## config.mk

```make
export PLATFORM = sky130hd
export DESIGN_NAME = fibonacci_mod_pisano_top_flat
export DESIGN_NICKNAME = d
export VERILOG_FILES = /design/src/sv/fmp_pkg.sv /design/src/sv/fmp_if.sv /design/src/sv/fmp_sequencer.sv /design/src/sv/fmp_datapath.sv /design/src/sv/fibonacci_mod_pisano_top.sv /design/src/flat_wrapper.sv
export SDC_FILE = /design/constraint.sdc
export NUM_CORES = 1
export LEC_CHECK = 0
export BUFFER_PORTS_ARGS = -buffer_cell sky130_fd_sc_hd__buf_2
export CAP_MARGIN = 20
export CORE_ASPECT_RATIO = 1.25
export CORE_MARGIN = 8
export CORE_UTILIZATION = 60
export CTS_BUF_LIST = sky130_fd_sc_hd__clkbuf_4 sky130_fd_sc_hd__clkbuf_8
export CTS_CLUSTER_DIAMETER = 120
export DETAILED_ROUTE_END_ITERATION = 7
export GPL_TIMING_DRIVEN = 1
export PLACE_DENSITY_LB_ADDON = 0.05
export SLEW_MARGIN = 20
export SYNTH_ARGS = -nofsm -noshare
export SYNTH_HDL_FRONTEND = slang
export SYNTH_SLANG_ARGS = --single-unit
```

## constraint.sdc

```tcl
create_clock -name clk -period 12.1 [get_ports clk]
set_input_delay 1.21 -clock clk [delete_from_list [all_inputs] [get_ports clk]]
set_output_delay 1.21 -clock clk [all_outputs]
set_load 0.005 [all_outputs]
```

## src/sv/fmp_pkg.sv

```systemverilog
package fmp_pkg;

    localparam int INDEX_BITS_DEF   = 47;
    localparam int MODULUS_BITS_DEF = 10;

    localparam int RESIDUE_W = 10;
    localparam int PERIOD_W  = 13;
    localparam int RIDX_W    = 13;

    typedef enum logic [3:0] {
        OP_NONE      = 4'd0,
        OP_LOAD      = 4'd1,
        OP_PSTEP     = 4'd2,
        OP_DIV_INIT  = 4'd3,
        OP_DIV_STEP  = 4'd4,
        OP_WALK_INIT = 4'd5,
        OP_WALK_STEP = 4'd6,
        OP_EMIT      = 4'd7,
        OP_SMALL     = 4'd8
    } op_t;

    typedef enum logic [2:0] {
        COND_ALWAYS    = 3'd0,
        COND_NO_INPUT  = 3'd1,
        COND_SMALL_MOD = 3'd2,
        COND_NOT_PAIR  = 3'd3,
        COND_DIV_MORE  = 3'd4,
        COND_REM_ZERO  = 3'd5,
        COND_WALK_MORE = 3'd6,
        COND_OUT_BUSY  = 3'd7
    } cond_t;

    localparam int PC_W     = 4;
    localparam int PROG_LEN = 10;

    typedef logic [PC_W-1:0] pc_t;

    localparam pc_t PC_WAIT      = 4'd0;
    localparam pc_t PC_CHECK     = 4'd1;
    localparam pc_t PC_PERIOD    = 4'd2;
    localparam pc_t PC_DIV_INIT  = 4'd3;
    localparam pc_t PC_DIV       = 4'd4;
    localparam pc_t PC_WALK_INIT = 4'd5;
    localparam pc_t PC_WALK      = 4'd6;
    localparam pc_t PC_EMIT      = 4'd7;
    localparam pc_t PC_RETURN    = 4'd8;
    localparam pc_t PC_SMALL     = 4'd9;

    typedef struct packed {
        op_t   op;
        cond_t cond;
        pc_t   target;
    } uword_t;

    typedef struct packed {
        logic in_valid;
        logic small_mod;
        logic pair_next;
        logic div_more;
        logic rem_zero;
        logic walk_more;
        logic out_busy;
    } status_t;

    // jump to target when cond holds, else fall through
    function automatic uword_t ucode_rom(pc_t addr);
        uword_t w;
        w = '{op: OP_NONE, cond: COND_ALWAYS, target: PC_WAIT};
        case (addr)
            PC_WAIT:      w = '{op: OP_LOAD,      cond: COND_NO_INPUT,  target: PC_WAIT};
            PC_CHECK:     w = '{op: OP_NONE,      cond: COND_SMALL_MOD, target: PC_SMALL};
            PC_PERIOD:    w = '{op: OP_PSTEP,     cond: COND_NOT_PAIR,  target: PC_PERIOD};
            PC_DIV_INIT:  w = '{op: OP_DIV_INIT,  cond: COND_ALWAYS,    target: PC_DIV};
            PC_DIV:       w = '{op: OP_DIV_STEP,  cond: COND_DIV_MORE,  target: PC_DIV};
            PC_WALK_INIT: w = '{op: OP_WALK_INIT, cond: COND_REM_ZERO,  target: PC_EMIT};
            PC_WALK:      w = '{op: OP_WALK_STEP, cond: COND_WALK_MORE, target: PC_WALK};
            PC_EMIT:      w = '{op: OP_EMIT,      cond: COND_OUT_BUSY,  target: PC_EMIT};
            PC_RETURN:    w = '{op: OP_NONE,      cond: COND_ALWAYS,    target: PC_WAIT};
            PC_SMALL:     w = '{op: OP_SMALL,     cond: COND_ALWAYS,    target: PC_EMIT};
            default:      w = '{op: OP_NONE,      cond: COND_ALWAYS,    target: PC_WAIT};
        endcase
        return w;
    endfunction

endpackage

```

## src/sv/fmp_if.sv

```systemverilog
interface fmp_req_if #(
    parameter int INDEX_BITS   = fmp_pkg::INDEX_BITS_DEF,
    parameter int MODULUS_BITS = fmp_pkg::MODULUS_BITS_DEF
);
    logic                    valid;
    logic                    ready;
    logic [INDEX_BITS-1:0]   n_index;
    logic [MODULUS_BITS-1:0] modulus;

    modport source (output valid, output n_index, output modulus, input ready);
    modport sink   (input valid, input n_index, input modulus, output ready);
endinterface

interface fmp_rsp_if;
    logic                          valid;
    logic                          ready;
    logic [fmp_pkg::RESIDUE_W-1:0] fib_residue;
    logic [fmp_pkg::PERIOD_W-1:0]  pisano_period;
    logic [fmp_pkg::RIDX_W-1:0]    reduced_index;

    modport source (output valid, output fib_residue, output pisano_period,
                    output reduced_index, input ready);
    modport sink   (input valid, input fib_residue, input pisano_period,
                    input reduced_index, output ready);
endinterface

```

## src/sv/fmp_sequencer.sv

```systemverilog
module fmp_sequencer (
    input  logic              clk,
    input  logic              rst_n,
    input  fmp_pkg::status_t  status,
    output fmp_pkg::uword_t   uword
);

    fmp_pkg::pc_t pc_reg;
    fmp_pkg::pc_t pc_next;
    logic         jump;

    assign uword = fmp_pkg::ucode_rom(pc_reg);

    always_comb
    begin
        unique case (uword.cond)
            fmp_pkg::COND_ALWAYS:    jump = 1'b1;
            fmp_pkg::COND_NO_INPUT:  jump = !status.in_valid;
            fmp_pkg::COND_SMALL_MOD: jump = status.small_mod;
            fmp_pkg::COND_NOT_PAIR:  jump = !status.pair_next;
            fmp_pkg::COND_DIV_MORE:  jump = status.div_more;
            fmp_pkg::COND_REM_ZERO:  jump = status.rem_zero;
            fmp_pkg::COND_WALK_MORE: jump = status.walk_more;
            fmp_pkg::COND_OUT_BUSY:  jump = status.out_busy;
            default:                 jump = 1'b1;
        endcase
        pc_next = jump ? uword.target : pc_reg + fmp_pkg::pc_t'(1);
    end

    always_ff @(posedge clk or negedge rst_n)
    begin
        if (!rst_n)
        begin
            pc_reg <= fmp_pkg::PC_WAIT;
        end
        else
        begin
            pc_reg <= pc_next;
        end
    end

    a_pc_in_program: assert property (@(posedge clk) disable iff (!rst_n)
        pc_reg < fmp_pkg::pc_t'(fmp_pkg::PROG_LEN))
        else $error("step counter left the program");

endmodule

```

## src/sv/fmp_datapath.sv

```systemverilog
module fmp_datapath #(
    parameter int INDEX_BITS   = fmp_pkg::INDEX_BITS_DEF,
    parameter int MODULUS_BITS = fmp_pkg::MODULUS_BITS_DEF
) (
    input  logic              clk,
    input  logic              rst_n,
    input  fmp_pkg::uword_t   uword,
    output fmp_pkg::status_t  status,
    fmp_req_if.sink           req,
    fmp_rsp_if.source         rsp
);

    localparam int PW = MODULUS_BITS + 3;
    localparam int CW = $clog2(INDEX_BITS + 1);
    localparam int RW = fmp_pkg::RESIDUE_W;
    localparam int TW = fmp_pkg::PERIOD_W;
    localparam int KW = fmp_pkg::RIDX_W;

    logic [INDEX_BITS-1:0]   n_reg;
    logic [MODULUS_BITS-1:0] m_reg;
    logic [MODULUS_BITS-1:0] a_reg;
    logic [MODULUS_BITS-1:0] b_reg;
    logic [PW-1:0]           p_reg;
    logic [PW-1:0]           rem_reg;
    logic [PW-1:0]           walk_reg;
    logic [CW-1:0]           cnt_reg;
    logic [RW-1:0]           res_reg;
    logic [TW-1:0]           per_reg;
    logic [KW-1:0]           ridx_reg;
    logic                    out_valid_reg;

    logic [MODULUS_BITS:0]    sum;
    logic [MODULUS_BITS:0]    sum_red;
    logic [MODULUS_BITS-1:0]  t_mod;
    logic [PW:0]              shifted;
    logic [PW:0]              shifted_red;
    logic [PW-1:0]            rem_next;
    logic                     accept;
    logic                     emit;
    logic [MODULUS_BITS+RW-1:0] a_ext;
    logic [PW+TW-1:0]         p_ext;
    logic [PW+KW-1:0]         k_ext;

    assign sum     = {1'b0, a_reg} + {1'b0, b_reg};
    assign sum_red = (sum >= {1'b0, m_reg}) ? sum - {1'b0, m_reg} : sum;
    assign t_mod   = sum_red[MODULUS_BITS-1:0];

    assign shifted     = {rem_reg, n_reg[INDEX_BITS-1]};
    assign shifted_red = (shifted >= {1'b0, p_reg}) ? shifted - {1'b0, p_reg} : shifted;
    assign rem_next    = shifted_red[PW-1:0];

    assign req.ready = (uword.op == fmp_pkg::OP_LOAD);
    assign accept    = req.valid && req.ready;

    assign status.in_valid  = req.valid;
    assign status.small_mod = (m_reg < MODULUS_BITS'(2));
    assign status.pair_next = (b_reg == '0) && (t_mod == MODULUS_BITS'(1));
    assign status.div_more  = (cnt_reg != CW'(1));
    assign status.rem_zero  = (rem_reg == '0);
    assign status.walk_more = (walk_reg != PW'(1));
    assign status.out_busy  = out_valid_reg && !rsp.ready;

    assign emit = (uword.op == fmp_pkg::OP_EMIT) && !status.out_busy;

    assign a_ext = {{RW{1'b0}}, a_reg};
    assign p_ext = {{TW{1'b0}}, p_reg};
    assign k_ext = {{KW{1'b0}}, rem_reg};

    always_ff @(posedge clk)
    begin
        unique case (uword.op)
            fmp_pkg::OP_LOAD:
            begin
                if (accept)
                begin
                    n_reg <= req.n_index;
                    m_reg <= req.modulus;
                    a_reg <= '0;
                    b_reg <= MODULUS_BITS'(1);
                    p_reg <= '0;
                end
            end
            fmp_pkg::OP_PSTEP:
            begin
                a_reg <= b_reg;
                b_reg <= t_mod;
                p_reg <= p_reg + PW'(1);
            end
            fmp_pkg::OP_DIV_INIT:
            begin
                cnt_reg <= CW'(INDEX_BITS);
                rem_reg <= '0;
            end
            fmp_pkg::OP_DIV_STEP:
            begin
                rem_reg <= rem_next;
                n_reg   <= n_reg << 1;
                cnt_reg <= cnt_reg - CW'(1);
            end
            fmp_pkg::OP_WALK_INIT:
            begin
                a_reg    <= '0;
                b_reg    <= MODULUS_BITS'(1);
                walk_reg <= rem_reg;
            end
            fmp_pkg::OP_WALK_STEP:
            begin
                a_reg    <= b_reg;
                b_reg    <= t_mod;
                walk_reg <= walk_reg - PW'(1);
            end
            fmp_pkg::OP_SMALL:
            begin
                a_reg   <= '0;
                p_reg   <= PW'(1);
                rem_reg <= '0;
            end
            fmp_pkg::OP_EMIT:
            begin
                if (emit)
                begin
                    res_reg  <= a_ext[RW-1:0];
                    per_reg  <= p_ext[TW-1:0];
                    ridx_reg <= k_ext[KW-1:0];
                end
            end
            default:
            begin
            end
        endcase
    end

    always_ff @(posedge clk or negedge rst_n)
    begin
        if (!rst_n)
        begin
            out_valid_reg <= 1'b0;
        end
        else if (emit)
        begin
            out_valid_reg <= 1'b1;
        end
        else if (rsp.ready)
        begin
            out_valid_reg <= 1'b0;
        end
    end

    assign rsp.valid         = out_valid_reg;
    assign rsp.fib_residue   = res_reg;
    assign rsp.pisano_period = per_reg;
    assign rsp.reduced_index = ridx_reg;

    a_residues_reduced: assert property (@(posedge clk) disable iff (!rst_n)
        (uword.op == fmp_pkg::OP_PSTEP || uword.op == fmp_pkg::OP_WALK_STEP)
        |-> (a_reg < m_reg) && (b_reg < m_reg))
        else $error("residue pair not below modulus");

    a_period_bound: assert property (@(posedge clk) disable iff (!rst_n)
        (uword.op == fmp_pkg::OP_PSTEP)
        |-> (p_reg < PW'(6) * {3'b000, m_reg}))
        else $error("period search ran past six times the modulus");

    a_remainder_bound: assert property (@(posedge clk) disable iff (!rst_n)
        $past(uword.op == fmp_pkg::OP_DIV_STEP) |-> (rem_reg < p_reg))
        else $error("partial remainder not below period");

endmodule

```

## src/sv/fibonacci_mod_pisano_top.sv

```systemverilog
// channel  dir  handshake      fields
// req      in   valid / ready  n_index[INDEX_BITS], modulus[MODULUS_BITS]
// rsp      out  valid / ready  fib_residue[10], pisano_period[13], reduced_index[13]
//
// One word in flight; the period search loop and the final walk both run on
// the one mod-m adder, and the reduction is a bit-serial divider, one index
// bit per cycle. A modulus below two takes a short path past the search and
// the divider. Reset clears the step counter and the output valid. A stalled
// rsp holds the result; req is taken again once the result register has been
// loaded.
module fibonacci_mod_pisano_top #(
    parameter int INDEX_BITS   = fmp_pkg::INDEX_BITS_DEF,
    parameter int MODULUS_BITS = fmp_pkg::MODULUS_BITS_DEF
) (
    input  logic       clk,
    input  logic       rst_n,
    fmp_req_if.sink    req,
    fmp_rsp_if.source  rsp
);

    fmp_pkg::uword_t  uword;
    fmp_pkg::status_t status;

    fmp_sequencer u_seq (
        .clk    (clk),
        .rst_n  (rst_n),
        .status (status),
        .uword  (uword)
    );

    fmp_datapath #(
        .INDEX_BITS   (INDEX_BITS),
        .MODULUS_BITS (MODULUS_BITS)
    ) u_dp (
        .clk    (clk),
        .rst_n  (rst_n),
        .uword  (uword),
        .status (status),
        .req    (req),
        .rsp    (rsp)
    );

endmodule
```

## src/flat_wrapper.sv

```systemverilog
// flat-port wrapper written by rule: the top's interface ports become plain ports
module fibonacci_mod_pisano_top_flat 
#(
    parameter int INDEX_BITS   = fmp_pkg::INDEX_BITS_DEF,
    parameter int MODULUS_BITS = fmp_pkg::MODULUS_BITS_DEF
)
  (clk, rst_n, req_valid, req_n_index, req_modulus, req_ready, rsp_valid, rsp_fib_residue, rsp_pisano_period, rsp_reduced_index, rsp_ready);
  fmp_req_if #(.INDEX_BITS(INDEX_BITS), .MODULUS_BITS(MODULUS_BITS)) req_i ();
  fmp_rsp_if rsp_i ();
  input  logic clk;
  input  logic rst_n;
  input wire logic [$bits(req_i.valid)-1:0] req_valid;
  input wire logic [$bits(req_i.n_index)-1:0] req_n_index;
  input wire logic [$bits(req_i.modulus)-1:0] req_modulus;
  output wire logic [$bits(req_i.ready)-1:0] req_ready;
  output wire logic [$bits(rsp_i.valid)-1:0] rsp_valid;
  output wire logic [$bits(rsp_i.fib_residue)-1:0] rsp_fib_residue;
  output wire logic [$bits(rsp_i.pisano_period)-1:0] rsp_pisano_period;
  output wire logic [$bits(rsp_i.reduced_index)-1:0] rsp_reduced_index;
  input wire logic [$bits(rsp_i.ready)-1:0] rsp_ready;
  assign req_i.valid = req_valid;
  assign req_i.n_index = req_n_index;
  assign req_i.modulus = req_modulus;
  assign req_ready = req_i.ready;
  assign rsp_valid = rsp_i.valid;
  assign rsp_fib_residue = rsp_i.fib_residue;
  assign rsp_pisano_period = rsp_i.pisano_period;
  assign rsp_reduced_index = rsp_i.reduced_index;
  assign rsp_i.ready = rsp_ready;
  fibonacci_mod_pisano_top #(.INDEX_BITS(INDEX_BITS), .MODULUS_BITS(MODULUS_BITS)) u_core (.clk(clk), .rst_n(rst_n), .req(req_i), .rsp(rsp_i));
endmodule
```

; Word level (Yosys, flattened, before mapping)
; Memories as Yosys holds them, arrays and structs flattened.
; Cells that the tools add are included.
; W data, S select, Z words.
[totals]
regBits = 163
rom_bits = 176
in_bits = 61
out_inout_bits = 38
word_cells = 88
mem_count = 1
[classes]
n_addsub = 7
order_cmp = 3
n_eq_ne = 19
muxes = 17
n_reduce_logical = 28
[mem_list]
columns = memory, words, word_bits, rd, rd_ports_with_merged_regs, wr, line_no
row1 = (name not given), 16, 11, 1, 0, 0, fmp_pkg.sv:69  ; case (addr)
[op_table]
columns = operator, count
row1 = $pmux W47 S2, 1
row2 = $pmux W10 S3, 2
row3 = $pmux W13 S2, 2
row4 = $mux W47, 1
row5 = $pmux W13 S3, 1
row6 = $mux W10, 3
row7 = $mux W13, 2
row8 = $eq A4 B3 Y1 const B, 4
row9 = $ge A14 B13 Y1, 1
row10 = $add A13 B1 Y13 const B, 1
row11 = $logic_not A13 Y1, 1
row12 = $ne A13 B1 Y1 const B, 1
row13 = $sub A13 B1 Y13 const B, 1
row14 = $sub A13 B13 Y13, 1
row15 = $eq A3 B3 Y1 const B, 4
row16 = $pmux W6 S2, 1
row17 = $reduce_and A2 Y1, 6
row18 = $add A10 B10 Y11, 1
row19 = $ge A11 B10 Y1, 1
row20 = $eq A10 B1 Y1 const B, 1
row21 = $logic_not A10 Y1, 1
row22 = $lt A10 B2 Y1 const B, 1
row23 = $reduce_bool A2 Y1, 5
row24 = $sub A10 B10 Y10, 1
row25 = other kinds (17), 30

; Depth between registers and ports, before layout
; Gate-level depths: netlist of the first run.
[depth]
ltp_word = 8
ltp_mapped = 17
ltp_nobuf = 16

; Modules after synthesis
; Synthesis of the first run repeated with hierarchy kept, for this count alone.
[hier_totals]
hier_cells = 715
area_unflattened_um2 = 8763.4
[by_module_without_submodules]
columns = mod, instances, cells_per_inst, area_per_inst_um2, seq_area_each_um2
row1 = fmp_datapath, 1, 667, 8294.2, 4769.6
row2 = fmp_sequencer, 1, 48, 469.2, 100.1

; Worst setup path after synthesis of the first run
; No wires, ideal clock.
[synth_path]
path_kind = register -> register
start = register u_core.u_dp.a_reg[0]
end = register u_core.u_seq.pc_reg[0]
setup_time_ns = 0.125
arrival_ns = 3.699
t_required_ns = 11.975
slack_ns = 8.276
stages_incl_launch_ff = 16
n_path_buf = 0
synth_period_minus_slack_ns = 3.824
path_cell_list = edfxtp_1 ha_1 inv_1 fa_1 nor2b_4 o2111a_1 or4_1 and2_1 ha_1 or4_1 o22ai_2 o21ai_1 a21o_4 mux2i_2 a31oi_4 mux2_4
[synth_via]
elab_chain_len = 8
elab_cells_between_ends = 9
cone_classes = add/sub (2) / order compare (1) / eq/ne (1) / mux (3) / reduce/logical (2)
[synth_lines]
columns = element, line_no
row1 = from (decl), fmp_datapath.sv:21  ; logic [MODULUS_BITS-1:0] a_reg;
row2 = from (signal assigned), fmp_datapath.sv:85  ; a_reg <= b_reg;
row3 = from (signal assigned), fmp_datapath.sv:108  ; a_reg <= b_reg;
row4 = $add A10 B10 Y11 (*), fmp_datapath.sv:44  ; assign sum = {1'b0, a_reg} + {1'b0, b_reg};
row5 = $sub A10 B10 Y10 or $ge A11 B10 Y1 (tied branches), fmp_datapath.sv:45  ; assign sum_red = (sum >= {1'b0, m_reg}) ? sum - {1'b0, m_reg} : sum;
row6 = $mux W10 (*), fmp_datapath.sv:45
row7 = $eq A10 B1 Y1 (*), fmp_datapath.sv:57  ; assign status.pair_next = (b_reg == '0) && (t_mod == MODULUS_BITS'(1));
row8 = $logic_and A1 B1 Y1 (*), fmp_datapath.sv:57
row9 = $logic_not A1 Y1 (*), fmp_sequencer.sv:20  ; fmp_pkg::COND_NOT_PAIR: jump = !status.pair_next;
row10 = $pmux W1 S8 (*), fmp_sequencer.sv:16  ; unique case (uword.cond)
row11 = $mux W4 (*), fmp_sequencer.sv:27  ; pc_next = jump ? uword.target : pc_reg + fmp_pkg::pc_t'(1);
row12 = to (signal assigned), fmp_sequencer.sv:34  ; pc_reg <= fmp_pkg::PC_WAIT;
row13 = to (signal assigned), fmp_sequencer.sv:38  ; pc_reg <= pc_next;
row14 = to (decl), fmp_sequencer.sv:8  ; fmp_pkg::pc_t pc_reg;
; Every way passes the cells marked *; elsewhere a longest branch is shown, timed or not.
; A chain may end at the register's enable or synchronous reset.

; Final worst setup path of the first run
[layout_path]
start = register u_core.u_dp.b_reg[0]
end = register u_core.u_seq.pc_reg[0]
[layout_via]
elab_chain_len = 8
elab_cells_between_ends = 10
cone_classes = add/sub (2) / order compare (1) / eq/ne (1) / mux (3) / reduce/logical (3)
[layout_lines]
columns = element, line_no
row1 = from (decl), fmp_datapath.sv:22  ; logic [MODULUS_BITS-1:0] b_reg;
row2 = from (signal assigned), fmp_datapath.sv:86  ; b_reg <= t_mod;
row3 = from (signal assigned), fmp_datapath.sv:109  ; b_reg <= t_mod;
row4 = $add A10 B10 Y11, fmp_datapath.sv:44
row5 = $sub A10 B10 Y10 or $ge A11 B10 Y1 (tied branches), fmp_datapath.sv:45
row6 = $mux W10, fmp_datapath.sv:45
row7 = $eq A10 B1 Y1, fmp_datapath.sv:57
row8 = $logic_and A1 B1 Y1 (*), fmp_datapath.sv:57
row9 = $logic_not A1 Y1 (*), fmp_sequencer.sv:20
row10 = $pmux W1 S8 (*), fmp_sequencer.sv:16
row11 = $mux W4 (*), fmp_sequencer.sv:27
; Marked as above.

==> impl_metrics.yaml, run 1 <==
timing:
  fmax_ghz: 0.2341
  tns_ns: 0
  period_share_pct: 35.30
  finalSetupViolCount: 0
  slew_viol_final: 0
  final_hold_viol_count: 0
  finClkSkew_ns: 0.01426
  min_period_ns: 4.271
  rsz0062_at_grt: "no"
  worst_pin_slew_ns: 1.090
  max_slew_margin_pct: 27.18
clock_network:
  clock_path_buffers: 2
  htree_levels: 4
  cts_tree: "built"
  numCtsBuffers: 17
  cts_sinks: 163
  cts-resized-gates: 0
  hold_buffers: 0
  clkSlewWorstSetupHoldPaths_ns: 0.09
  clockRootBuffer: "clkbuf_8"
  post-cts-setup-buffers: 0
  clk_latency_ns: 0.45
critical_path:
  timing.rr.start: "u_core.u_dp.b_reg[0]$_SDFFCE_PN1P_"
  crit_buf_inv: 1
  critPathKind: "flip-flop to flip-flop"
  worstPathCellList: "ha_1 -> inv_1 -> fa_1 -> nor2b_4 -> o2111a_1 -> or4_1 -> and2_1 -> ha_1 -> or4_1 -> o22ai_2 -> o21ai_1 -> a21o_4 -> mux2i_2 -> a31oi_4 -> mux2_4"
  cpPeakStageDelay_ns: 0.52
  worstPathArrival_ns: 4.61
  cpMaxStageDelayCell: "or4_1"
  cp.required_ns: 12.44
  path_max_fanout: 13
  cp-end-kind: "flip-flop"
  rr_worst_depth: 15
  start_kind: "flip-flop"
  reg2reg_to: "u_core.u_seq.pc_reg[0]$_DFFE_PN0P_"
  path_delay_family: "simple AND/OR/NAND/NOR gates"
  r2r_setup_slack_ns: 7.83
placement:
  placedCellCount: 967
  place.gp.congestion: 0.8780
  io_buffers: 98
  dp_hpwl_um: 13610
route:
  wl_per_cell_um: 17.95
  dr.pass1.iters: 4
  final_antenna_net_count: 0
  via_per_inst: 5.770
  drt-initial-drc-count: 379
  wirelength_um: 17940
  route.detailed.drc: 0
  route.vias.total: 5764
grt:
  grt_usage_pct: 20.44
  grtUsageMet3_pct: 5.553
  grt_max_degree: 55
  antenna_found_initial: 0
  top_usage_layer: "met2"
  grtUsageMet2_pct: 35.84
  grt_pass1_wl_um: 29590
  grt.met1_usage_pct: 22.22
  grt_pass1_vias: 6233
  overflow: 0
yosys:
  ys_ff_latch: 163
  synthArstFlopShare_pct: 3.067
  ys.flop_type: "edfxtp_1"
  synth_fp_nets: 815
  ys_types: 65
  synth_area_mm2: 0.008716
  ys_seq_area_share_pct: 55.87
  synth_warnings: 0
  synth_area_per_cell_um2: 12.31
  syn_inst: 708
  synth-edff-count: 158
finish:
  layout_commonest_cell: "edfxtp_1"
  nNetsFinal: 915
  drive_above_1_share_pct: 23.51
  area_growth_pct: 12.16
  layout_common_cells: "edfxtp_1, buf_2, nor2_1"
  n_antenna_cell: 0
  final_cells: 999
  fillers: 1110
  largest_register_ffs: 47
floorplan:
  die_x_um: 123.8
  core_area_mm2: 0.01429
  io_pins: 99
  die-area_mm2: 0.01866
  row_count: 49
  die_height_um: 150.8
  start_util_pct: 61.01
worst_hold_path:
  hold_class: "flip-flop to flip-flop"
  worstHoldStart: "u_core.u_dp.p_reg[8]$_DFFE_PP_"
  whs_path_depth: 0
  min_to: "u_core.u_dp.rsp.pisano_period[8]$_DFFE_PP_"
run:
  max_cap_viol_count: 0
run_status:
  status: "completed"
-- worst max path at each step --
stage	slack, ns	to	cells after the start	start
final	7.83	u_core.u_seq.pc_reg[0]$_DFFE_PN0P_	15	u_core.u_dp.b_reg[0]$_SDFFCE_PN1P_
after detailed placement	7.86	u_core.u_seq.pc_reg[0]$_DFFE_PN0P_	15	u_core.u_dp.b_reg[0]$_SDFFCE_PN1P_
after global routing	7.58	u_core.u_seq.pc_reg[0]$_DFFE_PN0P_	16	u_core.u_dp.b_reg[0]$_SDFFCE_PN1P_
after global placement	8.02	u_core.u_seq.pc_reg[0]$_DFFE_PN0P_	15	u_core.u_dp.a_reg[0]$_SDFFCE_PN0P_
after floorplan	8.28	u_core.u_seq.pc_reg[0]$_DFFE_PN0P_	15	u_core.u_dp.a_reg[0]$_SDFFCE_PN0P_
after CTS	7.83	u_core.u_seq.pc_reg[0]$_DFFE_PN0P_	15	u_core.u_dp.a_reg[0]$_SDFFCE_PN0P_
-- cells by family (layout without fill, tap and decap cells) --
logic type,after synthesis,in the layout,share of synthesized area (%)
adders and majority gates,46,46,6.862
AOI/OAI and AO/OA,111,111,9.001
buffers and inverters,63,176,2.742
and+or+nand+nor,219,219,13.12
DFF,163,163,55.87
muxes,65,65,8.283
xor gates and xnor gates,41,41,4.120
-- area by class of cell --
| cell class | count | area [um2] | area share, % |
|---|---|---|---|
| sequential | 163 | 4870 | 49.81 |
| clock inverter | 13 | 108.9 | 1.114 |
| inverter | 44 | 165.2 | 1.689 |
| timing repair buffer | 100 | 505.5 | 5.171 |
| clock buffer | 19 | 249.0 | 2.547 |
| multi-input combinational | 482 | 3655 | 37.39 |
| tap | 178 | 222.7 | 2.278 |
-- per-stage QoR --
stage / hold slack, ns / util (%) / worst slack, ns / area [um2]
after floorplan: 0.4264 / - / 8.276 / 8716
after global placement: 0.4400 / 65.81 / 8.020 / 9402
after detailed placement: 0.4371 / 65.89 / 7.861 / 9413
after CTS: 0.4591 / 68.40 / 7.835 / 9771
after global routing: 0.4756 / 68.43 / 7.583 / 9776
final: 0.4587 / 68.43 / 7.829 / 9776
-- routing by layer --
metal	vias to the layer above	part of all wire (%)
li1	2831	-
met5	-	0
met4	0	3.6
met2	155	52
met3	52	4.8
met1	2726	40
-- cell usage after synthesis (all sizes together) (12+ instances only) --
master / count / share of area (%)
clkbuf: 17 / 0.73
edfxtp: 158 / 54
xnor2: 33 / 3.3
a21oi: 29 / 1.7
mux2i: 17 / 2.0
or3: 12 / 0.86
mux2: 48 / 6.3
o21ai: 20 / 1.1
nor3: 15 / 0.86
nor2: 65 / 2.8
and2: 17 / 1.2
inv: 44 / 1.9
nand2b: 12 / 0.86
nand3: 16 / 0.98
ha: 43 / 6.2
nand2: 30 / 1.3
-- worst register-to-register path, stage by stage (launching register included) --
cell	delay, ns
edfxtp_1	0.42
ha_1	0.21
inv_1	0.07
fa_1	0.26
nor2b_4	0.07
o2111a_1	0.26
or4_1	0.50
and2_1	0.21
ha_1	0.23
or4_1	0.52
o22ai_2	0.20
o21ai_1	0.15
a21o_4	0.31
mux2i_2	0.29
a31oi_4	0.15
mux2_4	0.32
Power of run 1 is left out: the tool's default activity adds up to more than one toggle a clock period on the data nets, which glitch-free logic cannot reach.
==> run 2: changes to the inputs <==
CORE_UTILIZATION = 55   (was 60)
clock period = 3.45 ns   (was 12.1 ns; I/O delays follow)
==> run 2 against run 1 <==
Against the previous run: the run now ends with negative setup slack left; wire length grew 4.7%; die area increased by 8.0%; clock skew is 0.0035 ns lower; critical path depth fell by 2; register-to-register slack got worse by 8.1 ns; cell count grew 10%; fmax increased by 14%; design area rose by 8.3%; global-route usage shrank 1.4 points; largest cell class unchanged; highest routed layer is now met5.
==> impl_metrics.yaml, run 2 (synthesis results as in run 1) <==
run_status:
  status: "finished, violations left"
  violations: "negative setup slack"
route:
  drt-initial-drc-count: 397
  route.vias.total: 6065
  dr.pass1.iters: 5
  final_antenna_net_count: 0
  route.detailed.drc: 0
  wirelength_um: 18780
  via_per_inst: 5.499
  wl_per_cell_um: 17.03
placement:
  place.gp.congestion: 0.8252
  io_buffers: 98
  dp_hpwl_um: 14040
  placedCellCount: 1058
floorplan:
  die-area_mm2: 0.02016
  start_util_pct: 55.98
  die_x_um: 128.6
  core_area_mm2: 0.01557
  row_count: 51
  io_pins: 99
  die_height_um: 156.7
grt:
  grt.met1_usage_pct: 19.97
  grt_pass1_vias: 6244
  grt_max_degree: 55
  grtUsageMet2_pct: 35.25
  grt_pass1_wl_um: 30010
  overflow: 0
  grt_usage_pct: 19.07
  top_usage_layer: "met2"
  grtUsageMet3_pct: 4.426
  antenna_found_initial: 1
critical_path:
  critPathKind: "flip-flop to flip-flop"
  cp.required_ns: 3.79
  cp-end-kind: "flip-flop"
  path_max_fanout: 3
  worstPathArrival_ns: 4.08
  start_kind: "flip-flop"
timing:
  period_share_pct: 108.3
  fmax_ghz: 0.2676
  setup_slack_ns: -0.2872
  finalSetupViolCount: 14
  tns_ns: -2.226
  max_slew_margin_pct: 48.59
  final_hold_viol_count: 0
  slew_viol_final: 0
  min_period_ns: 3.737
  worst_pin_slew_ns: 0.7711
  rsz0062_at_grt: "yes"
  finClkSkew_ns: 0.01075
  holdWs_ns: 0.05793
clock_network:
  clkSlewWorstSetupHoldPaths_ns: 0.09
  clockRootBuffer: "clkbuf_8"
  htree_levels: 4
  cts_sinks: 163
  clock_path_buffers: 2
  clk_latency_ns: 0.46
  cts_tree: "built"
  numCtsBuffers: 17
finish:
  largest_register_ffs: 47
  utilization_pct: 68.00
  n_antenna_cell: 0
  layout_commonest_cell: "edfxtp_1"
  fillers: 1237
  nNetsFinal: 985
  drive_above_1_share_pct: 33.33
  layout_common_cells: "edfxtp_1, buf_2, buf_4"
  final_cells: 1103
  area_growth_pct: 21.48
run:
  max_cap_viol_count: 0
worst_hold_path:
  hold_class: "input pin to flip-flop"
==> run 2: changes by cell type in the layout (fill, tap and decap cells not counted), sizes merged <==
| cell | delta |
|---|---|
| buf | +69 |
| clkbuf | +2 |
| clkinv | -5 |
| clkinvlp | +2 |
| dlygate4sd3 | +1 |
| inv | +1 |
==> run 2: critical path, stage by stage, from the launching register on <==
cell and delay (ns):
edfxtp_1 0.43, ha_1 0.30, a21o_1 0.20, a41o_1 0.27, or3_1 0.34, and2_4 0.19
ha_4 0.15, or4_4 0.53, o22ai_4 0.19, o21ai_2 0.09, a21o_4 0.23, mux2i_4 0.19
a31oi_4 0.20, mux2_4 0.32
==> run 2: timing repair <==
item,CTS,global route
pin swaps,10,7
endpoints found under the setup margin,14,14
setup buffers,12,2
gates cloned,0,0
resized for setup,29,8
hold buffers,1,0
endpoints found under the hold margin,5,0
==> run 2: per-stage QoR <==
stage | cell area (um2) | setup WS [ns]
after CTS | 10540 | -0.2710
after floorplan | 8760 | -0.1255
final | 10590 | -0.2872
after detailed placement | 9922 | -0.3413
after global placement | 9922 | -0.2335
after global routing | 10590 | -0.4149
==> run 2: final timing paths <==
check,from,endpoint,slack [ns],depth (start not counted)
min in group asynchronous,rst_n,u_core.u_seq.pc_reg[3]$_DFF_PN0_,0.27,2
hold reg to reg,u_core.u_dp.p_reg[8]$_DFFE_PP_,u_core.u_dp.rsp.pisano_period[8]$_DFFE_PP_,0.47,0
setup reg to reg,u_core.u_dp.b_reg[1]$_SDFFCE_PN0P_,u_core.u_seq.pc_reg[2]$_DFF_PN0_,-0.29,13
setup / recovery,u_core.u_dp.b_reg[1]$_SDFFCE_PN0P_,u_core.u_seq.pc_reg[2]$_DFF_PN0_,-0.29,13
hold / removal,req_modulus[2],u_core.u_dp.m_reg[2]$_DFFE_PP_,0.06,1
max in group asynchronous,rst_n,u_core.u_seq.pc_reg[2]$_DFF_PN0_,3.02,2
==> run 2: metal layers <==
metal  vias to the layer above  routed length (um)
li1                       2979                   -
met2                       142               10040
met1                      2904                7335
met4                         2                 546
met5                         -                  13
met3                        38                 846
==> run 2: area by class of cell <==
| cell class | instances | area [um2] | share of cell area [%] |
|---|---|---|---|
| timing repair buffer | 170 | 1050 | 9.915 |
| sequential | 163 | 4870 | 45.99 |
| clock buffer | 21 | 264.0 | 2.493 |
| inverter | 44 | 165.2 | 1.560 |
| tap | 212 | 265.3 | 2.505 |
| multi-input combinational | 482 | 3870 | 36.55 |
| clock inverter | 11 | 103.9 | 0.9809 |
Power of run 2 is left out for the same reason.
